### src/rtl/swept_circle_static_circle_defines.svh
// Assertion macros shared by the swept circle collision block.
// No dependencies; the including module provides clk and rst_n.
`ifndef SWEPT_CIRCLE_STATIC_CIRCLE_DEFINES_SVH
`define SWEPT_CIRCLE_STATIC_CIRCLE_DEFINES_SVH

`define SCV_ASSERT(lbl, prop, msg) \
  lbl: assert property (@(posedge clk) disable iff (!rst_n) prop) else $error(msg);

`define SCV_ASSERT_NEXT(lbl, pre, post, msg) \
  lbl: assert property (@(posedge clk) disable iff (!rst_n) (pre) |=> (post)) else $error(msg);

`endif

### src/rtl/scv_pkg.sv
// Types, widths and arithmetic helpers for the swept circle collision block.
// No dependencies; used by every module of the block.
package scv_pkg;

  localparam int COORD_W     = 32;
  localparam int DIFF_W      = COORD_W + 1;
  localparam int RAD_W       = COORD_W - 1;
  localparam int TFB         = 16;
  localparam int T_W         = TFB + 1;
  localparam int SQ_W        = 2 * DIFF_W;
  localparam int SUM_W       = SQ_W + 2;
  localparam int HALF_W      = SQ_W / 2;
  localparam int DISC_W      = 2 * SQ_W;
  localparam int ROOT_W      = SQ_W;
  localparam int REM_W       = ROOT_W + 1;
  localparam int DIV_W       = SQ_W + 1;
  localparam int PROD_W      = DIFF_W + T_W + 1;
  localparam int SQRT_CELLS  = ROOT_W;
  localparam int DIV_CELLS   = T_W;
  localparam int IN_W        = 9 * COORD_W + RAD_W;
  localparam int IN_TDATA_W  = ((IN_W + 7) / 8) * 8;
  localparam int OUT_W       = 1 + T_W + 3 * COORD_W;
  localparam int OUT_TDATA_W = ((OUT_W + 7) / 8) * 8;

  localparam logic [T_W-1:0] T_ONE = {1'b1, {TFB{1'b0}}};

  typedef logic signed [COORD_W-1:0] coord_t;
  typedef logic signed [DIFF_W-1:0]  diff_t;

  typedef struct packed {
    logic               ok;
    logic [SQ_W-1:0]    a;
    logic [SQ_W-1:0]    b;
    diff_t [2:0]        mv;
    coord_t [2:0]       st;
  } side_t;

  typedef struct packed {
    logic [DISC_W-1:0]  rad;
    logic [REM_W-1:0]   rem;
    logic [ROOT_W-1:0]  root;
  } sqrt_t;

  typedef struct packed {
    logic [DIV_W-1:0]   r;
    logic [T_W-1:0]     q;
  } div_t;

  function automatic diff_t sub_ext(input coord_t x, input coord_t y);
    diff_t xe, ye;
    xe = {x[COORD_W-1], x};
    ye = {y[COORD_W-1], y};
    return xe - ye;
  endfunction

  function automatic logic signed [SQ_W-1:0] mul_s(input diff_t x, input diff_t y);
    logic signed [SQ_W-1:0] p;
    p = x * y;
    return p;
  endfunction

  function automatic logic [2*HALF_W-1:0] umul_h(input logic [HALF_W-1:0] x,
                                                 input logic [HALF_W-1:0] y);
    logic [2*HALF_W-1:0] p;
    p = x * y;
    return p;
  endfunction

  function automatic logic signed [PROD_W-1:0] mul_t(input diff_t m, input logic [T_W-1:0] t);
    logic signed [T_W:0]     ts;
    logic signed [PROD_W-1:0] p;
    ts = {1'b0, t};
    p  = m * ts;
    return p;
  endfunction

endpackage

### src/rtl/scv_div_cell.sv
// One quotient bit of the entry time division by the squared path length.
// Depends on scv_pkg.
module scv_div_cell (
  input  logic            clk,
  input  logic            rst_n,
  input  logic            en,
  input  logic            i_valid,
  input  scv_pkg::side_t  i_side,
  input  scv_pkg::div_t   i_dv,
  output logic            o_valid,
  output scv_pkg::side_t  o_side,
  output scv_pkg::div_t   o_dv
);

  logic [scv_pkg::DIV_W-1:0] den, diff, sel;
  logic                      ge;
  scv_pkg::div_t             dv_nxt;

  always_comb begin
    den      = {1'b0, i_side.a};
    diff     = i_dv.r - den;
    ge       = i_dv.r >= den;
    sel      = ge ? diff : i_dv.r;
    dv_nxt.r = {sel[scv_pkg::DIV_W-2:0], 1'b0};
    dv_nxt.q = {i_dv.q[scv_pkg::T_W-2:0], ge};
  end

  always_ff @(posedge clk) begin
    if (!rst_n) begin
      o_valid <= 1'b0;
    end else if (en) begin
      o_valid <= i_valid;
    end
  end

  always_ff @(posedge clk) begin
    if (en) begin
      o_side <= i_side;
      o_dv   <= dv_nxt;
    end
  end

endmodule

### config.mk
export PLATFORM = sky130hd
export DESIGN_NAME = scv_div_cell
export DESIGN_NICKNAME = d
export VERILOG_FILES = /design/src/rtl/swept_circle_static_circle_defines.svh /design/src/rtl/scv_pkg.sv /design/src/rtl/scv_div_cell.sv
export SDC_FILE = /design/constraint.sdc
export NUM_CORES = 1
export LEC_CHECK = 0
export BUFFER_PORTS_ARGS = -buffer_cell sky130_fd_sc_hd__buf_4
export CAP_MARGIN = 40
export CORE_AREA = 2 2 321 323
export DETAILED_ROUTE_END_ITERATION = 10
export DIE_AREA = 0 0 323 325
export PLACE_DENSITY = 0.41
export SLEW_MARGIN = 5
export SYNTH_ARGS = -nofsm -noshare
export SYNTH_HDL_FRONTEND = slang
export SYNTH_SLANG_ARGS = --single-unit
export TNS_END_PERCENT = 10
### constraint.sdc
create_clock -name clk -period 5.65 [get_ports clk]
set_input_delay 0.565 -clock clk [delete_from_list [all_inputs] [get_ports clk]]
set_output_delay 0.565 -clock clk [all_outputs]
set_load 0.005 [all_outputs]
==> results of run 1 <==
## synthesized netlist by cell type, drive strengths merged (3+ instances only)
library cell / instances / area, µm²
o21ai: 108 / 552
a221oi: 4 / 35.0
o21a: 7 / 52.6
nand2: 133 / 499
a211oi: 5 / 42.5
a311oi: 3 / 26.3
clkbuf: 33 / 124
a221o: 3 / 30.0
inv: 82 / 308
a21oi: 86 / 434
a21boi: 3 / 22.5
or2: 3 / 18.8
nand4: 22 / 138
o211ai: 6 / 45.0
nand3: 20 / 105
nand2b: 5 / 31.3
mux2: 3 / 33.8
o31ai: 12 / 90.1
ha: 66 / 826
and3: 11 / 68.8
nor2b: 6 / 37.5
nor2: 59 / 221
nor3: 6 / 30.0
o41ai: 3 / 33.8
o21bai: 16 / 120
nor4: 6 / 37.5
xor2: 29 / 254
edfxtp: 411 / 12300
a31oi: 10 / 62.6
and4: 3 / 26.3
buf: 5 / 40.0
a21o: 27 / 203
and2: 3 / 21.3
xnor2: 27 / 236
## registers in the layout, indices dropped and copies added (netlist names)
name / count
o_dv: 83
o_side: 328
o_valid: 1
## final cells by class
class                           instances  area [µm²]
Fill cell                           10715       74200
Sequential cell                       412       12400
Timing Repair Buffer                  839        6370
Multi-Input combinational cell        723        4600
Tap cell                             1368        1710
Clock buffer                           65        1410
Clock inverter                         32         323
Inverter                               82         308
Antenna cell                            4        10.0
## per-layer routing
metal / vias to the layer above / GRT usage, % / part of all wire (%)
li1: 6433 / - / -
met1: 7035 / 17.3 / 35
met2: 640 / 27.7 / 48
met3: 134 / 8.81 / 13
met4: 40 / 6.16 / 3.7
met5: - / 0 / 0.29
## power by group
group          internal, mW  switching, mW  total [mW]
combinational         0.743          0.854        1.60
clock                  1.97           1.44        3.41
sequential             3.70         0.0960        3.80
## critical path: cells and delay by family
| family | cells | cell delay (ns) |
|---|---|---|
| adder cells (fa/ha/maj) | 2 | 0.56 |
| AO/OA/AOI/OAI | 8 | 2.79 |
| multiplexers | 1 | 0.29 |
| buffers and inverters | 3 | 0.21 |
## kinds of logic (layout without fill, tap and decap cells)
family	count (synthesis)	after routing
buf+inv	120	1018
simple gates	287	287
mux	5	5
xor+xnor	56	56
other cells	1	5
compound gates	307	307
fa+ha+maj	67	67
flops	412	412
## through the flow
step                instance area [µm²]  std cells  utilization, %  setup WS [ns]
floorplan                         17400       1255               -           2.12
global placement                  25300       3421            25.0           1.05
detailed placement                25400       3424            25.0           1.04
CTS                               27100       3521            26.7           1.73
global route                      27100       3521            26.7           1.54
finish                            27100       3525            26.8           1.69
## worst min path at each step
| stage | slack, ns | from | cells after the start | end |
|---|---|---|---|---|
| finish | 0.1 | i_side[62] | 1 | o_side[62] |
| global route | 0.04 | i_side[227] | 1 | o_side[227] |
| CTS | 0.02 | i_side[157] | 1 | o_side[157] |
| detailed placement | 0.54 | o_valid | 2 | o_valid |
| global placement | 0.52 | o_valid | 2 | o_valid |
| floorplan | 0.51 | o_valid | 2 | o_valid |
==> impl_metrics.toml, run 1 <==
[outcome]
outcome = "finished clean"

[critical_path]
timing.critical_path.from = "i_dv[17]"
crit_type = "in -> reg"
reg2reg_to = "o_valid"
crit_arrival_ns = 4.43
crit_end = "o_dv[74]"
reg2reg_from = "o_valid"
worst-path-max-fanout = 4
start_kind = "primary input"
max_stage_delay_ns = 0.49
cp-end-kind = "flop"
path_cells = "buf_4, inv_1, ha_1, inv_1, fa_1, a21o_1, a221o_1, a211oi_2, o211ai_1, a21oi_2, o221ai_1, a21o_1, mux2_2, o31ai_1"
r2r_slack_ns = 5.04
critPathRequiredTime_ns = 6.11
critPathSlowestCell = "o221ai_1"
rr_worst_depth = 2

[logic_synthesis]
synthMuxAreaShare_pct = 0.309
syn_area_per_cell_um2 = 13.9
yosysSeqAreaShare_pct = 71.0
synth.distinct_cells = 67
synth_xor_xnor_area_share_pct = 2.82
synthArstFlopShare_pct = 0
synth-compound-area-share_pct = 10.8
synthSimpleGateAreaFrac_pct = 7.57
synth_edf_count = 411
synth_nets = 1738
synthFlopType = "edfxtp_1"
synth_top_family_by_area = "compound AO/OA/AOI/OAI gates"
synthesis.area_um2 = 17400
synth_cells = 1255
yosys.area_share.adder_pct = 4.86
yosysWarnings = 0
yosys_register_bits = 412

[floorplanning]
die_h_um = 325
start_util_pct = 17.2
rows = 117
die_w_um = 323
core_um2 = 101000
io-pin-count = 829
die_area_um2 = 105000

[detailed_routing]
routed-via-count = 14282
routed_wl_um = 90700
drc = 0
detail_route.wl_per_cell_um = 25.7
routed_via_density = 4.05
antenna_left = 0
drt_pass1_iterations = 4
dr.first_iter.drc_count = 1009

[cts]
tritoncts.num_buffers = 54
cts_tree = "built"
clock_latency_ns = 0.64
cts-root-buf = "clkbuf_16"
cts_resized = 0
holdBufCountCts = 0
post_cts_buffers = 0
clock-sinks = 412
cts.path.max_buffers = 3
htree_levels = 2
path_clk_slew_ns = 0.06

[global_route]
grt_pass1_wl_um = 120000
grt.overflow.total = 0
antenna_found_initial = 32
grt_pass1_vias = 14822
grt_max_degree = 130
grtUsageTotal_pct = 16.5

[placement]
gp_congestion = 0.838
dp_hpwl_um = 74600
numPortBuffers = 826

[timing]
whs_ns = 0.0983
setup_viol_count_final = 0
drv_slew = 0
fmax_ghz = 0.252
clock_skew_ns = 0
tightestPinTransition_ns = 0.856
finalHoldViolations = 0
rsz0062_at_grt = "no"
fin_crit_ns = 3.96
period_share_pct = 70.2
slew_headroom_pct = 42.9
tns_ns = 0

[power]
power_density_nw_per_um2 = 325
leakagePower_nw = 11.2
fin_total_pwr_mw = 8.81
irDropWorstVdd_mv = 0.230

[flow_run]
max_cap_violations = 0

[cells_and_area]
drive_above_1_share_pct = 43.2
layout_common_cells = "831 x buf_4, 411 x edfxtp_1, 133 x nand2_1"
layout_commonest_cell = "buf_4"
area_delta_synth_final_pct = 55.6
final_nets = 2595

[min_path]
hold_path.class = "in -> reg"
No activity file was read; power rests on OpenSTA's default activity.
==> run 2: changes to the inputs <==
Settings changed: PLACE_DENSITY 0.41 to 0.42.
Clock period 5.65 ns to 3.6 ns, I/O delays scaled along.
==> impl_metrics.toml, run 2 (synthesis gave the netlist of run 1 again) <==
[timing]
rsz0062_at_grt = "no"
fmax_ghz = 0.284
period_share_pct = 97.8
finalHoldViolations = 0
slew_headroom_pct = 51.4
setup_viol_count_final = 0
fin_crit_ns = 3.52
tightestPinTransition_ns = 0.729
whs_ns = 0.0528
drv_slew = 0
clock_skew_ns = 0

[critical_path]
reg2reg_to = "o_valid"
crit_family = "compound AO/OA/AOI/OAI gates"
worst-path-max-fanout = 7
max_stage_delay_ns = 0.59
critPathRequiredTime_ns = 3.96
critPathSlowestCell = "dlygate4sd3_1"
cp-end-kind = "flop"
cp_common_cell = "buf_4"
rr_worst_depth = 3
crit_arrival_ns = 3.88
start_kind = "primary input"
r2r_slack_ns = 2.46
path_cells = "dlygate4sd3_1, buf_4, inv_1, ha_1, a21oi_1, buf_4, o21a_1, a21o_1, a21oi_1, a2111oi_0, buf_4, o31a_1, o21bai_1, xnor2_1, o21ai_0"
crit_type = "in -> reg"
cp_num_buf_inv = 5
reg2reg_from = "o_valid"

[min_path]
worstHoldEndpoint = "o_dv[39]"
hold_path.class = "in -> reg"
hp-start = "i_dv[38]"
holdPathStages = 3

[cells_and_area]
layout_common_cells = "945 x buf_4, 411 x edfxtp_1, 396 x dlygate4sd3_1"
top_register = "o_side"
largest_reg_flops = 328
multi_input_area_um2 = 4620
area_delta_synth_final_pct = 85.2
final_nets = 3110
nFillCells = 10286
largestRegisters = "o_side x328, o_dv x83, o_valid x1"
seqCellArea_um2 = 12400
drive_above_1_share_pct = 40.0
layout_commonest_cell = "buf_4"

[power]
internal_power_mw = 10.9
switching_share_pct = 27.3
power_density_nw_per_um2 = 465
switchingPower_mw = 4.09
clockPowerShare_pct = 39.1
leakagePower_nw = 13.6
irDropWorstVdd_mv = 0.392
pwr-share-comb_pct = 21.1
fin_total_pwr_mw = 15.0
power_frac_seq_pct = 39.9

[global_route]
antenna_found_initial = 26
grt_pass1_vias = 17141
grt_max_degree = 75
grt_pass1_wl_um = 132000
grtUsageTotal_pct = 17.8
grt.overflow.total = 0

[cts]
cts_tree = "built"
tritoncts.num_buffers = 54
cts.path.max_buffers = 3
path_clk_slew_ns = 0.06
clock-sinks = 412
clock_latency_ns = 0.66
htree_levels = 2
post_cts_buffers = 0
cts-root-buf = "clkbuf_16"

[detailed_routing]
dr.first_iter.drc_count = 798
routed_via_density = 4.01
detail_route.wl_per_cell_um = 24.1
drt_pass1_iterations = 5
antenna_left = 0
routed_wl_um = 97700
drc = 0
routed-via-count = 16268

[floorplanning]
die_area_um2 = 105000
die_w_um = 323
io-pin-count = 829
core_um2 = 101000
die_h_um = 325
start_util_pct = 17.2
rows = 117

[placement]
numPortBuffers = 826
dp_hpwl_um = 78100
gp_congestion = 0.874

[flow_run]
max_cap_violations = 0

[outcome]
outcome = "finished clean"
run 2: cell types whose count changed in the layout (fill, tap and decap cells not counted), sizes merged, moves of 3 or more:
cell and delta:
dlygate4sd3 +396, buf +119, diode +13, bufinv +5, clkbuf -5, inv +3
run 2: how the worst max path moves through the flow:
stage                startpoint       end  cells after the start
floorplan              i_dv[17]  o_dv[74]                     13
global placement       i_dv[17]  o_dv[72]                     18
detailed placement     i_dv[17]  o_dv[74]                     15
CTS                    i_dv[19]  o_dv[62]                     17
global route        i_side[265]  o_dv[62]                     18
finish              i_side[271]  o_dv[59]                     15
run 2: area by class of cell:
class / count / area share, %
antenna: 17 / 0.132
clock inverter: 41 / 1.57
inverter: 82 / 0.954
sequential: 412 / 38.3
tap: 1368 / 5.31
timing repair buffer: 1354 / 35.1
multi-input combinational: 723 / 14.3
clock buffer: 60 / 4.32
run 2: timing repair:
item                                    4_1_cts  5_1_grt
resized for setup                             0        6
endpoints found under the hold margin       395        0
endpoints found under the setup margin        0       57
hold buffers                                396        0
run 2: power groups by stage:
stage | Clock [mW] | Sequential, mW | Combinational (mW)
floorplan | 0 | 6.08 | 0.759
CTS | 6.07 | 5.99 | 3.21
detailed placement | 0 | 6.07 | 2.79
finish | 5.86 | 5.98 | 3.16
global placement | 0 | 6.08 | 2.79
global route | 6.22 | 6.02 | 3.40
run 2: routing by layer:
metal  track usage (%)  vias up  part of all wire, %
met3              5.38      146                  7.9
li1                  -     7492                    -
met1              20.6     7974                   39
met2              30.0      632                   48
met5                 0        -                 0.18
met4              7.77       24                  4.6
run 2: worst min-delay path, stage by stage:
cell and delay, ns:
buf_4 0.09, nand2_1 0.04, o21ai_0 0.07
run 2: stage by stage:
step / std cells / TNS [ns] / cell area, µm² / setup WS [ns] / utilization [%]
floorplan: 1255 / 0 / 17400 / 0.274 / -
global placement: 3543 / -1.84 / 26300 / -0.269 / 26.0
detailed placement: 3543 / -2.13 / 26300 / -0.327 / 26.0
CTS: 4040 / 0 / 32200 / 0.000148 / 31.8
global route: 4043 / 0 / 32200 / 0.00579 / 31.8
finish: 4057 / 0 / 32300 / 0.0792 / 31.8
