<file path="src/rtl/swept_circle_static_circle_defines.svh">
// Assertion macros shared by the swept circle collision block.
// No dependencies; the including module provides clk and rst_n.
`ifndef SWEPT_CIRCLE_STATIC_CIRCLE_DEFINES_SVH
`define SWEPT_CIRCLE_STATIC_CIRCLE_DEFINES_SVH

`define SCV_ASSERT(lbl, prop, msg) \
  lbl: assert property (@(posedge clk) disable iff (!rst_n) prop) else $error(msg);

`define SCV_ASSERT_NEXT(lbl, pre, post, msg) \
  lbl: assert property (@(posedge clk) disable iff (!rst_n) (pre) |=> (post)) else $error(msg);

`endif

</file>
<file path="src/rtl/scv_pkg.sv">
// Types, widths and arithmetic helpers for the swept circle collision block.
// No dependencies; used by every module of the block.
package scv_pkg;

  localparam int COORD_W     = 32;
  localparam int DIFF_W      = COORD_W + 1;
  localparam int RAD_W       = COORD_W - 1;
  localparam int TFB         = 16;
  localparam int T_W         = TFB + 1;
  localparam int SQ_W        = 2 * DIFF_W;
  localparam int SUM_W       = SQ_W + 2;
  localparam int HALF_W      = SQ_W / 2;
  localparam int DISC_W      = 2 * SQ_W;
  localparam int ROOT_W      = SQ_W;
  localparam int REM_W       = ROOT_W + 1;
  localparam int DIV_W       = SQ_W + 1;
  localparam int PROD_W      = DIFF_W + T_W + 1;
  localparam int SQRT_CELLS  = ROOT_W;
  localparam int DIV_CELLS   = T_W;
  localparam int IN_W        = 9 * COORD_W + RAD_W;
  localparam int IN_TDATA_W  = ((IN_W + 7) / 8) * 8;
  localparam int OUT_W       = 1 + T_W + 3 * COORD_W;
  localparam int OUT_TDATA_W = ((OUT_W + 7) / 8) * 8;

  localparam logic [T_W-1:0] T_ONE = {1'b1, {TFB{1'b0}}};

  typedef logic signed [COORD_W-1:0] coord_t;
  typedef logic signed [DIFF_W-1:0]  diff_t;

  typedef struct packed {
    logic               ok;
    logic [SQ_W-1:0]    a;
    logic [SQ_W-1:0]    b;
    diff_t [2:0]        mv;
    coord_t [2:0]       st;
  } side_t;

  typedef struct packed {
    logic [DISC_W-1:0]  rad;
    logic [REM_W-1:0]   rem;
    logic [ROOT_W-1:0]  root;
  } sqrt_t;

  typedef struct packed {
    logic [DIV_W-1:0]   r;
    logic [T_W-1:0]     q;
  } div_t;

  function automatic diff_t sub_ext(input coord_t x, input coord_t y);
    diff_t xe, ye;
    xe = {x[COORD_W-1], x};
    ye = {y[COORD_W-1], y};
    return xe - ye;
  endfunction

  function automatic logic signed [SQ_W-1:0] mul_s(input diff_t x, input diff_t y);
    logic signed [SQ_W-1:0] p;
    p = x * y;
    return p;
  endfunction

  function automatic logic [2*HALF_W-1:0] umul_h(input logic [HALF_W-1:0] x,
                                                 input logic [HALF_W-1:0] y);
    logic [2*HALF_W-1:0] p;
    p = x * y;
    return p;
  endfunction

  function automatic logic signed [PROD_W-1:0] mul_t(input diff_t m, input logic [T_W-1:0] t);
    logic signed [T_W:0]     ts;
    logic signed [PROD_W-1:0] p;
    ts = {1'b0, t};
    p  = m * ts;
    return p;
  endfunction

endpackage

</file>
<file path="src/rtl/scv_sqrt_cell.sv">
// One digit of the square root chain: two radicand bits in, one root bit out.
// Depends on scv_pkg.
module scv_sqrt_cell (
  input  logic            clk,
  input  logic            rst_n,
  input  logic            en,
  input  logic            i_valid,
  input  scv_pkg::side_t  i_side,
  input  scv_pkg::sqrt_t  i_sq,
  output logic            o_valid,
  output scv_pkg::side_t  o_side,
  output scv_pkg::sqrt_t  o_sq
);

  logic [scv_pkg::REM_W+1:0] cur, trial, diff;
  logic                      ge;
  scv_pkg::sqrt_t            sq_nxt;

  always_comb begin
    cur         = {i_sq.rem, i_sq.rad[scv_pkg::DISC_W-1 -: 2]};
    trial       = {1'b0, i_sq.root, 2'b01};
    diff        = cur - trial;
    ge          = cur >= trial;
    sq_nxt.rad  = {i_sq.rad[scv_pkg::DISC_W-3:0], 2'b00};
    sq_nxt.rem  = ge ? diff[scv_pkg::REM_W-1:0] : cur[scv_pkg::REM_W-1:0];
    sq_nxt.root = {i_sq.root[scv_pkg::ROOT_W-2:0], ge};
  end

  always_ff @(posedge clk) begin
    if (!rst_n) begin
      o_valid <= 1'b0;
    end else if (en) begin
      o_valid <= i_valid;
    end
  end

  always_ff @(posedge clk) begin
    if (en) begin
      o_side <= i_side;
      o_sq   <= sq_nxt;
    end
  end

endmodule

</file>
<file path="config.mk">
export PLATFORM = sky130hd
export DESIGN_NAME = scv_sqrt_cell
export DESIGN_NICKNAME = d
export VERILOG_FILES = /design/src/rtl/swept_circle_static_circle_defines.svh /design/src/rtl/scv_pkg.sv /design/src/rtl/scv_sqrt_cell.sv
export SDC_FILE = /design/constraint.sdc
export NUM_CORES = 1
export LEC_CHECK = 0
export BUFFER_PORTS_ARGS = -buffer_cell sky130_fd_sc_hd__buf_4
export CAP_MARGIN = 10
export CORE_AREA = 2 2 465 467
export CTS_CLUSTER_DIAMETER = 60
export DETAILED_ROUTE_END_ITERATION = 7
export DIE_AREA = 0 0 467 469
export SLEW_MARGIN = 15
export SYNTH_ARGS = -nofsm -noshare
export SYNTH_HDL_FRONTEND = slang
export SYNTH_SLANG_ARGS = --single-unit
export TNS_END_PERCENT = 10
</file>
<file path="constraint.sdc">
create_clock -name clk -period 4.4 [get_ports clk]
set_clock_uncertainty 0.2 [all_clocks]
set_input_delay 1.1 -clock clk [delete_from_list [all_inputs] [get_ports clk]]
set_output_delay 1.1 -clock clk [all_outputs]
set_load 0.02 [all_outputs]
</file>
==> run_results.csv, run 1 <==
group,metric,value,unit
timing,fin_ws,164,ps
timing,final_max_slew_viol_count,0,
clocking,htreeDepth,3,
drt,drt-vias-per-instance,3.38,
drt,drt_pass1_iterations,5,
status,status,"finished, final reports clean",
drt,wl_per_cell,30.9,um
placement,detailedPlacementHpwl,156000,um
yosys,asyncSetResetFlopFracSynth,0,
worst_setup_path,rrSetupSlack,3600,ps
finish,finalNetCount,3538,
clocking,insertion_delay,740,ps
clocking,cts_made_buffers,83,
worst_setup_path,worst_path_largest_cell_delay,440,ps
worst_setup_path,crit_path_top_delay_cell,"sky130_fd_sc_hd__a2111oi_4",
yosys,syn-mean-instance-area,16.3,um2
yosys,synth.yosys.seq_area_share,0.760,
floorplanning,top_level_ports,1191,
global_route,first_global_vias,19621,
floorplanning,placement_rows,170,
timing,post-route-min-period,4240,ps
worst_setup_path,highest_fanout_seen_on_the_critical_path,16,
floorplanning,chip_width,467,um
global_route,first_pass_grt_wire_length,216000,um
timing,timing.max_slew.rel_slack,0.331,
yosys,ys_ff_latch,592,
global_route,grt_overflow_total,0,
worst_setup_path,critical_path_cell_list,"buf_4, inv_1, ha_1, o211ai_2, a21oi_2, o211ai_2, a2111oi_4, buf_4, o2111ai_2, a2111oi_4, o2111ai_2, and2_1, inv_8, buf_12, mux2_1",
global_route,grt_max_degree,65,
drt,dr_total_vias,19555,
placement,numPortBuffers,1188,
drt,wirelength,179000,um
floorplanning,die-area,219000,um2
timing,grt_setup_unrepaired,"false",
worst_setup_path,worst_ep_required_time,4630,ps
power_and_ir_drop,power.ir.vdd_worst,0.326,mV
clocking,number_of_setup_buffers_added_after_cts,0,
clocking,post_cts_hold_buffer_count,0,
yosys,syn_std_cell_area,23400,um2
worst_setup_path,path_class,"input pin to flop",
floorplanning,effective_utilization_at_floorplan,0.109,
power_and_ir_drop,switching_share,0.305,
flow_run,timing.max_cap.violations,0,
power_and_ir_drop,p_switching,5.40,mW
finish,area_growth_syn_to_layout,72.3,%
placement,placement.setup.worst_slack,-631,ps
global_route,antenna_violations_before_repair,118,
yosys,synth_flop_cell,"sky130_fd_sc_hd__edfxtp_1",
worst_hold_path,holdCritPathClass,"input pin to flop",
clocking,root_buffer_cell,"sky130_fd_sc_hd__clkbuf_16",
clocking,clkSlewWorstSetupHoldPaths,60,ps
clocking,clock_tree.buffer_depth,3,
yosys,syn-instance-count,1430,
finish,layout_commonest_cell,"sky130_fd_sc_hd__buf_4",
finish,layout-drive-gt1-share,0.533,
yosys,synth.lib_cells_used.distinct,72,
drt,detail_route.drc_violations,0,
drt,initialDrtViolationCount,1520,
worst_setup_path,timing.critical_path.max_delay_family,"compound AO/OA/AOI/OAI gates",
floorplanning,core_area,214000,um2
yosys,synth_edf_count,591,
timing,tightestPinTransition,1000,ps
worst_setup_path,cp-end-kind,"flop",
timing,period_share,0.963,
power_and_ir_drop,leakage,16.5,nW
finish,mostFrequentLayoutCells,"1,391 x sky130_fd_sc_hd__buf_4, 591 x sky130_fd_sc_hd__edfxtp_1, 92 x sky130_fd_sc_hd__inv_1, 83 x sky130_fd_sc_hd__clkbuf_16, 80 x sky130_fd_sc_hd__a21oi_1",
power_and_ir_drop,design_power_total,17.7,mW
placement,routabilityCongestion,0.974,
power_and_ir_drop,cell_internal_pwr,12.3,mW
clocking,tritoncts,"done",
timing,hold_viol,0,
floorplanning,die_h,469,um
worst_setup_path,cp_num_buf_inv,5,
drt,postRouteAntennaNets,0,
power_and_ir_drop,seq_power_share,0.395,
worst_setup_path,setup.worst_path.start_class,"input pin",
clocking,clock_sink_count,592,
timing,fmax,236,MHz
power_and_ir_drop,power.combinational.fraction,0.208,
clocking,cts_resized,0,
global_route,global_route.usage.total,0.156,
timing,final-setup-viol-count,0,
power_and_ir_drop,clkPwrFrac,0.397,
worst_setup_path,data_arrival_critical_path,4460,ps
power_and_ir_drop,power_density,440,nW/um2
yosys,synth-warning-count,0,
[power by group through the flow]
| stage | registers (mW) | clock network [mW] | logic [mW] |
|---|---|---|---|
| after floorplan | 7.69 | 0 | 0.689 |
| after global placement | 7.12 | 0 | 3.78 |
| after detailed placement | 7.11 | 0 | 3.78 |
| after CTS | 7.02 | 7.27 | 3.80 |
| after global routing | 7.05 | 7.43 | 3.90 |
| final | 7.01 | 7.04 | 3.68 |
[final timing paths]
kind	from	to	depth (start not counted)
max	i_sq[0]	o_sq[119]	15
min	i_side[214]	o_side[214]	1
max reg2reg	o_valid	o_valid	2
min reg2reg	o_valid	o_valid	2
[registers in the layout (all words and copies together) (netlist names)]
| signal | count |
|---|---|
| o_side | 328 |
| o_sq | 263 |
| o_valid | 1 |
[synth_stat cells, drive strengths merged, types with 10 or more instances]
cell	instances	area share
clkbuf	32	0.0051
nor3	16	0.0036
mux2	51	0.025
nand3	31	0.0066
buf	15	0.0058
nor2	52	0.0083
a21oi	81	0.018
nand2	71	0.011
inv	93	0.015
a21o	29	0.0093
o21bai	19	0.0061
xnor2	36	0.013
xor2	21	0.0079
o21ai	45	0.0096
edfxtp	591	0.76
ha	68	0.036
nor2b	10	0.0027
nand4	33	0.0088
o21a	16	0.0051
and2	11	0.0029
[metrics by stage]
stage          instance area (um2)   util  TNS [ps]  hold slack (ps)  instances
3_3_place_gp                 37400  0.175    -32610              315       5626
6_report                     40300  0.188         0              326       5789
4_1_cts                      40200  0.188         0              229       5773
2_1_floorplan                23400      -         0              389       1431
3_5_place_dp                 37400  0.175    -35870              326       5626
5_1_grt                      40300  0.188         0              257       5782
[final cells by class]
type / instances / area, um2
Fill cell: 23352 / 173000
Sequential cell: 592 / 17800
Inverter: 93 / 357
Tap cell: 2838 / 3550
Multi-Input combinational cell: 699 / 5000
Clock inverter: 63 / 777
Timing Repair Buffer: 1404 / 10700
Clock buffer: 84 / 2080
Antenna cell: 16 / 40.0
[worst register-to-register path, stage by stage (launching register included)]
cell	delay, ps
sky130_fd_sc_hd__dfxtp_1	320
sky130_fd_sc_hd__mux2i_1	120
sky130_fd_sc_hd__nor2b_1	60
[logic make-up after synthesis]
group,share of synthesized area
simple gates,0.0541
other cells,0.000160
fa+ha+maj,0.0364
xor+xnor,0.0214
mux,0.0267
flops,0.760
buf+inv,0.0262
compound gates,0.0751
[per-layer routing]
layer  track usage  routed length, um
met2         0.317             103000
met3        0.0615              16900
met4        0.0406               5320
met1         0.139              53700
met5             0                220
Note: power is estimated with default switching activity, not from simulation.
==> run 2, diff against run 1 <==
--- a/config.mk
+++ b/config.mk
@@ -5,12 +5,14 @@
 export SDC_FILE = /design/constraint.sdc
 export NUM_CORES = 1
 export LEC_CHECK = 0
+export ABC_AREA = 1
 export BUFFER_PORTS_ARGS = -buffer_cell sky130_fd_sc_hd__buf_4
 export CAP_MARGIN = 10
-export CORE_AREA = 2 2 465 467
+export CORE_AREA = 2 2 466 468
 export CTS_CLUSTER_DIAMETER = 60
 export DETAILED_ROUTE_END_ITERATION = 7
-export DIE_AREA = 0 0 467 469
+export DIE_AREA = 0 0 468 470
+export SETUP_SLACK_MARGIN = 0.02
 export SLEW_MARGIN = 15
 export SYNTH_ARGS = -nofsm -noshare
 export SYNTH_HDL_FRONTEND = slang
==> run 2 against run 1 <==
Effect of this change:
- die area is 0.43% higher
- first-iteration DRC count is 26% higher
- critical path depth is 2 higher
- clock power rose by 10%
- final cell count rose by 10%
- wire length is 5.3% higher
- flip-flop and latch count is the same
- synthesized area grew 6.5%
- combinational power down 1%
- total power is 3.8% higher
- sequential power hardly changed
- global-route usage up 0.85 points
- critical path type unchanged
==> run_results.csv, run 2 <==
group,metric,value,unit
clocking,clkSlewWorstSetupHoldPaths,70,ps
timing,fin_ws,955,ps
drt,wirelength,188000,um
floorplanning,top_level_ports,1191,
yosys,yosysMostFrequentCell,"sky130_fd_sc_hd__nand2_1",
timing,timing.setup.tns,0,ps
placement,numPlacedInstances,6200,
drt,drt_pass1_iterations,7,
timing,grt_setup_unrepaired,"false",
finish,max_flop_register,"o_side",
power_and_ir_drop,power.ir.vdd_worst,0.290,mV
placement,detailedPlacementHpwl,163000,um
drt,wl_per_cell,29.5,um
worst_setup_path,data_arrival_critical_path,3700,ps
yosys,syn_std_cell_area,24900,um2
yosys,synthDominantAreaCellType,"sky130_fd_sc_hd__edfxtp_1",
timing,post-route-min-period,3440,ps
clocking,htreeDepth,3,
drt,met2_wirelength_from_detailed_routing,100000,um
timing,hold_viol,0,
timing,final-setup-viol-count,0,
placement,placement.setup.worst_slack,252,ps
timing,fmax,290,MHz
yosys,synth_flop_cell,"sky130_fd_sc_hd__edfxtp_1",
worst_setup_path,highest_fanout_seen_on_the_critical_path,5,
yosys,synth_edf_count,591,
timing,period_share,0.783,
yosys,asyncSetResetFlopFracSynth,0,
clocking,cts_resized,0,
yosys,synth.lib_cells_used.distinct,36,
worst_setup_path,path_class,"input pin to flop",
finish,layout.filler_cells,23819,
flow_run,timing.max_cap.violations,0,
yosys,syn-instance-count,2109,
timing,final_max_slew_viol_count,0,
global_route,first_global_vias,21800,
drt,detailroute.wirelength.met3,17400,um
floorplanning,core_area,216000,um2
yosys,syn-mean-instance-area,11.8,um2
drt,initialDrtViolationCount,1911,
drt,drt-met1-wl,63600,um
drt,dr_total_vias,22258,
status,status,"finished, final reports clean",
yosys,synth.area.top_cells,"sky130_fd_sc_hd__edfxtp_1 71%, sky130_fd_sc_hd__nand2_1 9.7%, sky130_fd_sc_hd__inv_1 4.9%",
floorplanning,die-area,220000,um2
worst_setup_path,r2r_startpoint,"o_valid",
finish,layout.cell_area.non_filler,41100,um2
floorplanning,die_h,470,um
clocking,root_buffer_cell,"sky130_fd_sc_hd__clkbuf_16",
yosys,ys_ff_latch,592,
clocking,insertion_delay,690,ps
placement,routabilityCongestion,0.972,
finish,finalNetCount,4102,
drt,drt-vias-per-instance,3.49,
finish,layout_commonest_cell,"sky130_fd_sc_hd__buf_4",
floorplanning,placement_rows,171,
clocking,number_of_setup_buffers_added_after_cts,0,
global_route,global_route.usage.total,0.164,
worst_setup_path,setup.worst_path.start_class,"input pin",
worst_setup_path,cp-end-kind,"flop",
global_route,first_pass_grt_wire_length,233000,um
drt,top_layer_used,"met5",
finish,max_ffs_per_register,328,
yosys,post_synth_most_frequent_cells,"644 x sky130_fd_sc_hd__nand2_1, 591 x sky130_fd_sc_hd__edfxtp_1, 325 x sky130_fd_sc_hd__inv_1",
worst_setup_path,worstSetupStartpoint,"i_sq[0]",
clocking,clock_sink_count,592,
clocking,cts_made_buffers,89,
clocking,post_cts_hold_buffer_count,0,
yosys,synth.yosys.seq_area_share,0.713,
clocking,tritoncts,"done",
finish,largestRegisters,"o_side x328, o_sq x263, o_valid x1",
worst_hold_path,holdCritPathClass,"input pin to flop",
finish,post_layout_nonfiller_instances,6384,
floorplanning,effective_utilization_at_floorplan,0.115,
global_route,grt_max_degree,92,
yosys,synth-warning-count,0,
drt,detail_route.drc_violations,0,
finish,mostFrequentLayoutCells,"1,240 x sky130_fd_sc_hd__buf_4, 644 x sky130_fd_sc_hd__nand2_1, 591 x sky130_fd_sc_hd__edfxtp_1, 325 x sky130_fd_sc_hd__inv_1, 110 x sky130_fd_sc_hd__nor2_1",
finish,area_growth_syn_to_layout,65.2,%
power_and_ir_drop,power_density,447,nW/um2
timing,timing.max_slew.rel_slack,0.523,
worst_setup_path,worst_ep_required_time,4650,ps
placement,placement.cell_area,37900,um2
placement,numPortBuffers,1188,
drt,postRouteAntennaNets,0,
finish,layout-drive-gt1-share,0.421,
worst_hold_path,timing.hold.worst.start,"i_side[49]",
timing,tightestPinTransition,715,ps
floorplanning,chip_width,468,um
global_route,antenna_violations_before_repair,116,
clocking,clock_tree.buffer_depth,3,
yosys,synth_top_area_frac,0.713,
power_and_ir_drop,leakage,18.1,nW
global_route,grt_overflow_total,0,
-- run 2: cell count changes in the layout (fill, tap and decap cells not counted), sizes merged, moves of 11 or more --
cell    delta
a21o      -28
buf      -152
inv      +255
mux2      -51
nand2    +612
nand3     +46
nand3b    +16
nand4     -19
nor2      +72
o21a      -16
o21ai     -12
o21bai    -12
xnor2     -34
xor2      +11
-- run 2: worst paths after layout --
| check | to | depth (start not counted) | slack [ps] |
|---|---|---|---|
| worst max register to register | o_valid | 2 | 3540 |
| worst max-delay path | o_sq[114] | 17 | 960 |
| worst min register to register | o_valid | 2 | 360 |
| worst min-delay path | o_side[49] | 1 | 320 |
-- run 2: power breakdown --
group	internal [mW]	switching (mW)
combinational	1.30	2.34
clock	4.63	3.12
sequential	6.79	0.220
-- run 2: logic make-up after synthesis --
| group | synth area share |
|---|---|
| buffers and inverters | 0.0575 |
| other | 0.000151 |
| AOI/OAI and AO/OA | 0.0253 |
| DFF | 0.713 |
| adders and majority gates | 0.0342 |
| and+or+nand+nor | 0.157 |
| xor gates and xnor gates | 0.0120 |
-- run 2: layout make-up --
type	count	area [um2]	area share
flip-flops and latches	592	17800	0.432
repair buffers	1252	9540	0.232
multi-input cells	1160	5710	0.139
well taps	2854	3570	0.0868
clock buffers	94	2250	0.0546
inverters	342	1280	0.0312
clock inverters	68	957	0.0233
diodes	22	55.1	0.00134
-- run 2: worst max-delay path: stages --
cell                      delay, ps
sky130_fd_sc_hd__buf_4           90
sky130_fd_sc_hd__inv_1           50
sky130_fd_sc_hd__ha_1           370
sky130_fd_sc_hd__nand2_1        180
sky130_fd_sc_hd__o21ai_0        390
sky130_fd_sc_hd__buf_4          210
sky130_fd_sc_hd__nand2_1         50
sky130_fd_sc_hd__nand2_1        140
sky130_fd_sc_hd__nand2_1         70
sky130_fd_sc_hd__nand2_1        160
sky130_fd_sc_hd__nand2_1         80
sky130_fd_sc_hd__nand2_1        260
sky130_fd_sc_hd__nand2_1        220
sky130_fd_sc_hd__nand2_1        100
sky130_fd_sc_hd__nand2_1         50
sky130_fd_sc_hd__nand3_1        100
sky130_fd_sc_hd__nand2_1         70
-- run 2: per-layer routing --
metal	global-route usage	up-vias
li1	-	9711
met1	0.165	10959
met2	0.310	1226
met3	0.0602	312
met4	0.0500	50
met5	0	-
-- run 2: stage by stage --
step / hold WS (ps) / power (mW) / utilization
floorplan: 406 / 8.42 / -
detailed placement: 342 / 10.8 / 0.176
global route: 251 / 19.1 / 0.191
global placement: 337 / 10.8 / 0.176
CTS: 228 / 18.7 / 0.190
finish: 316 / 18.4 / 0.191
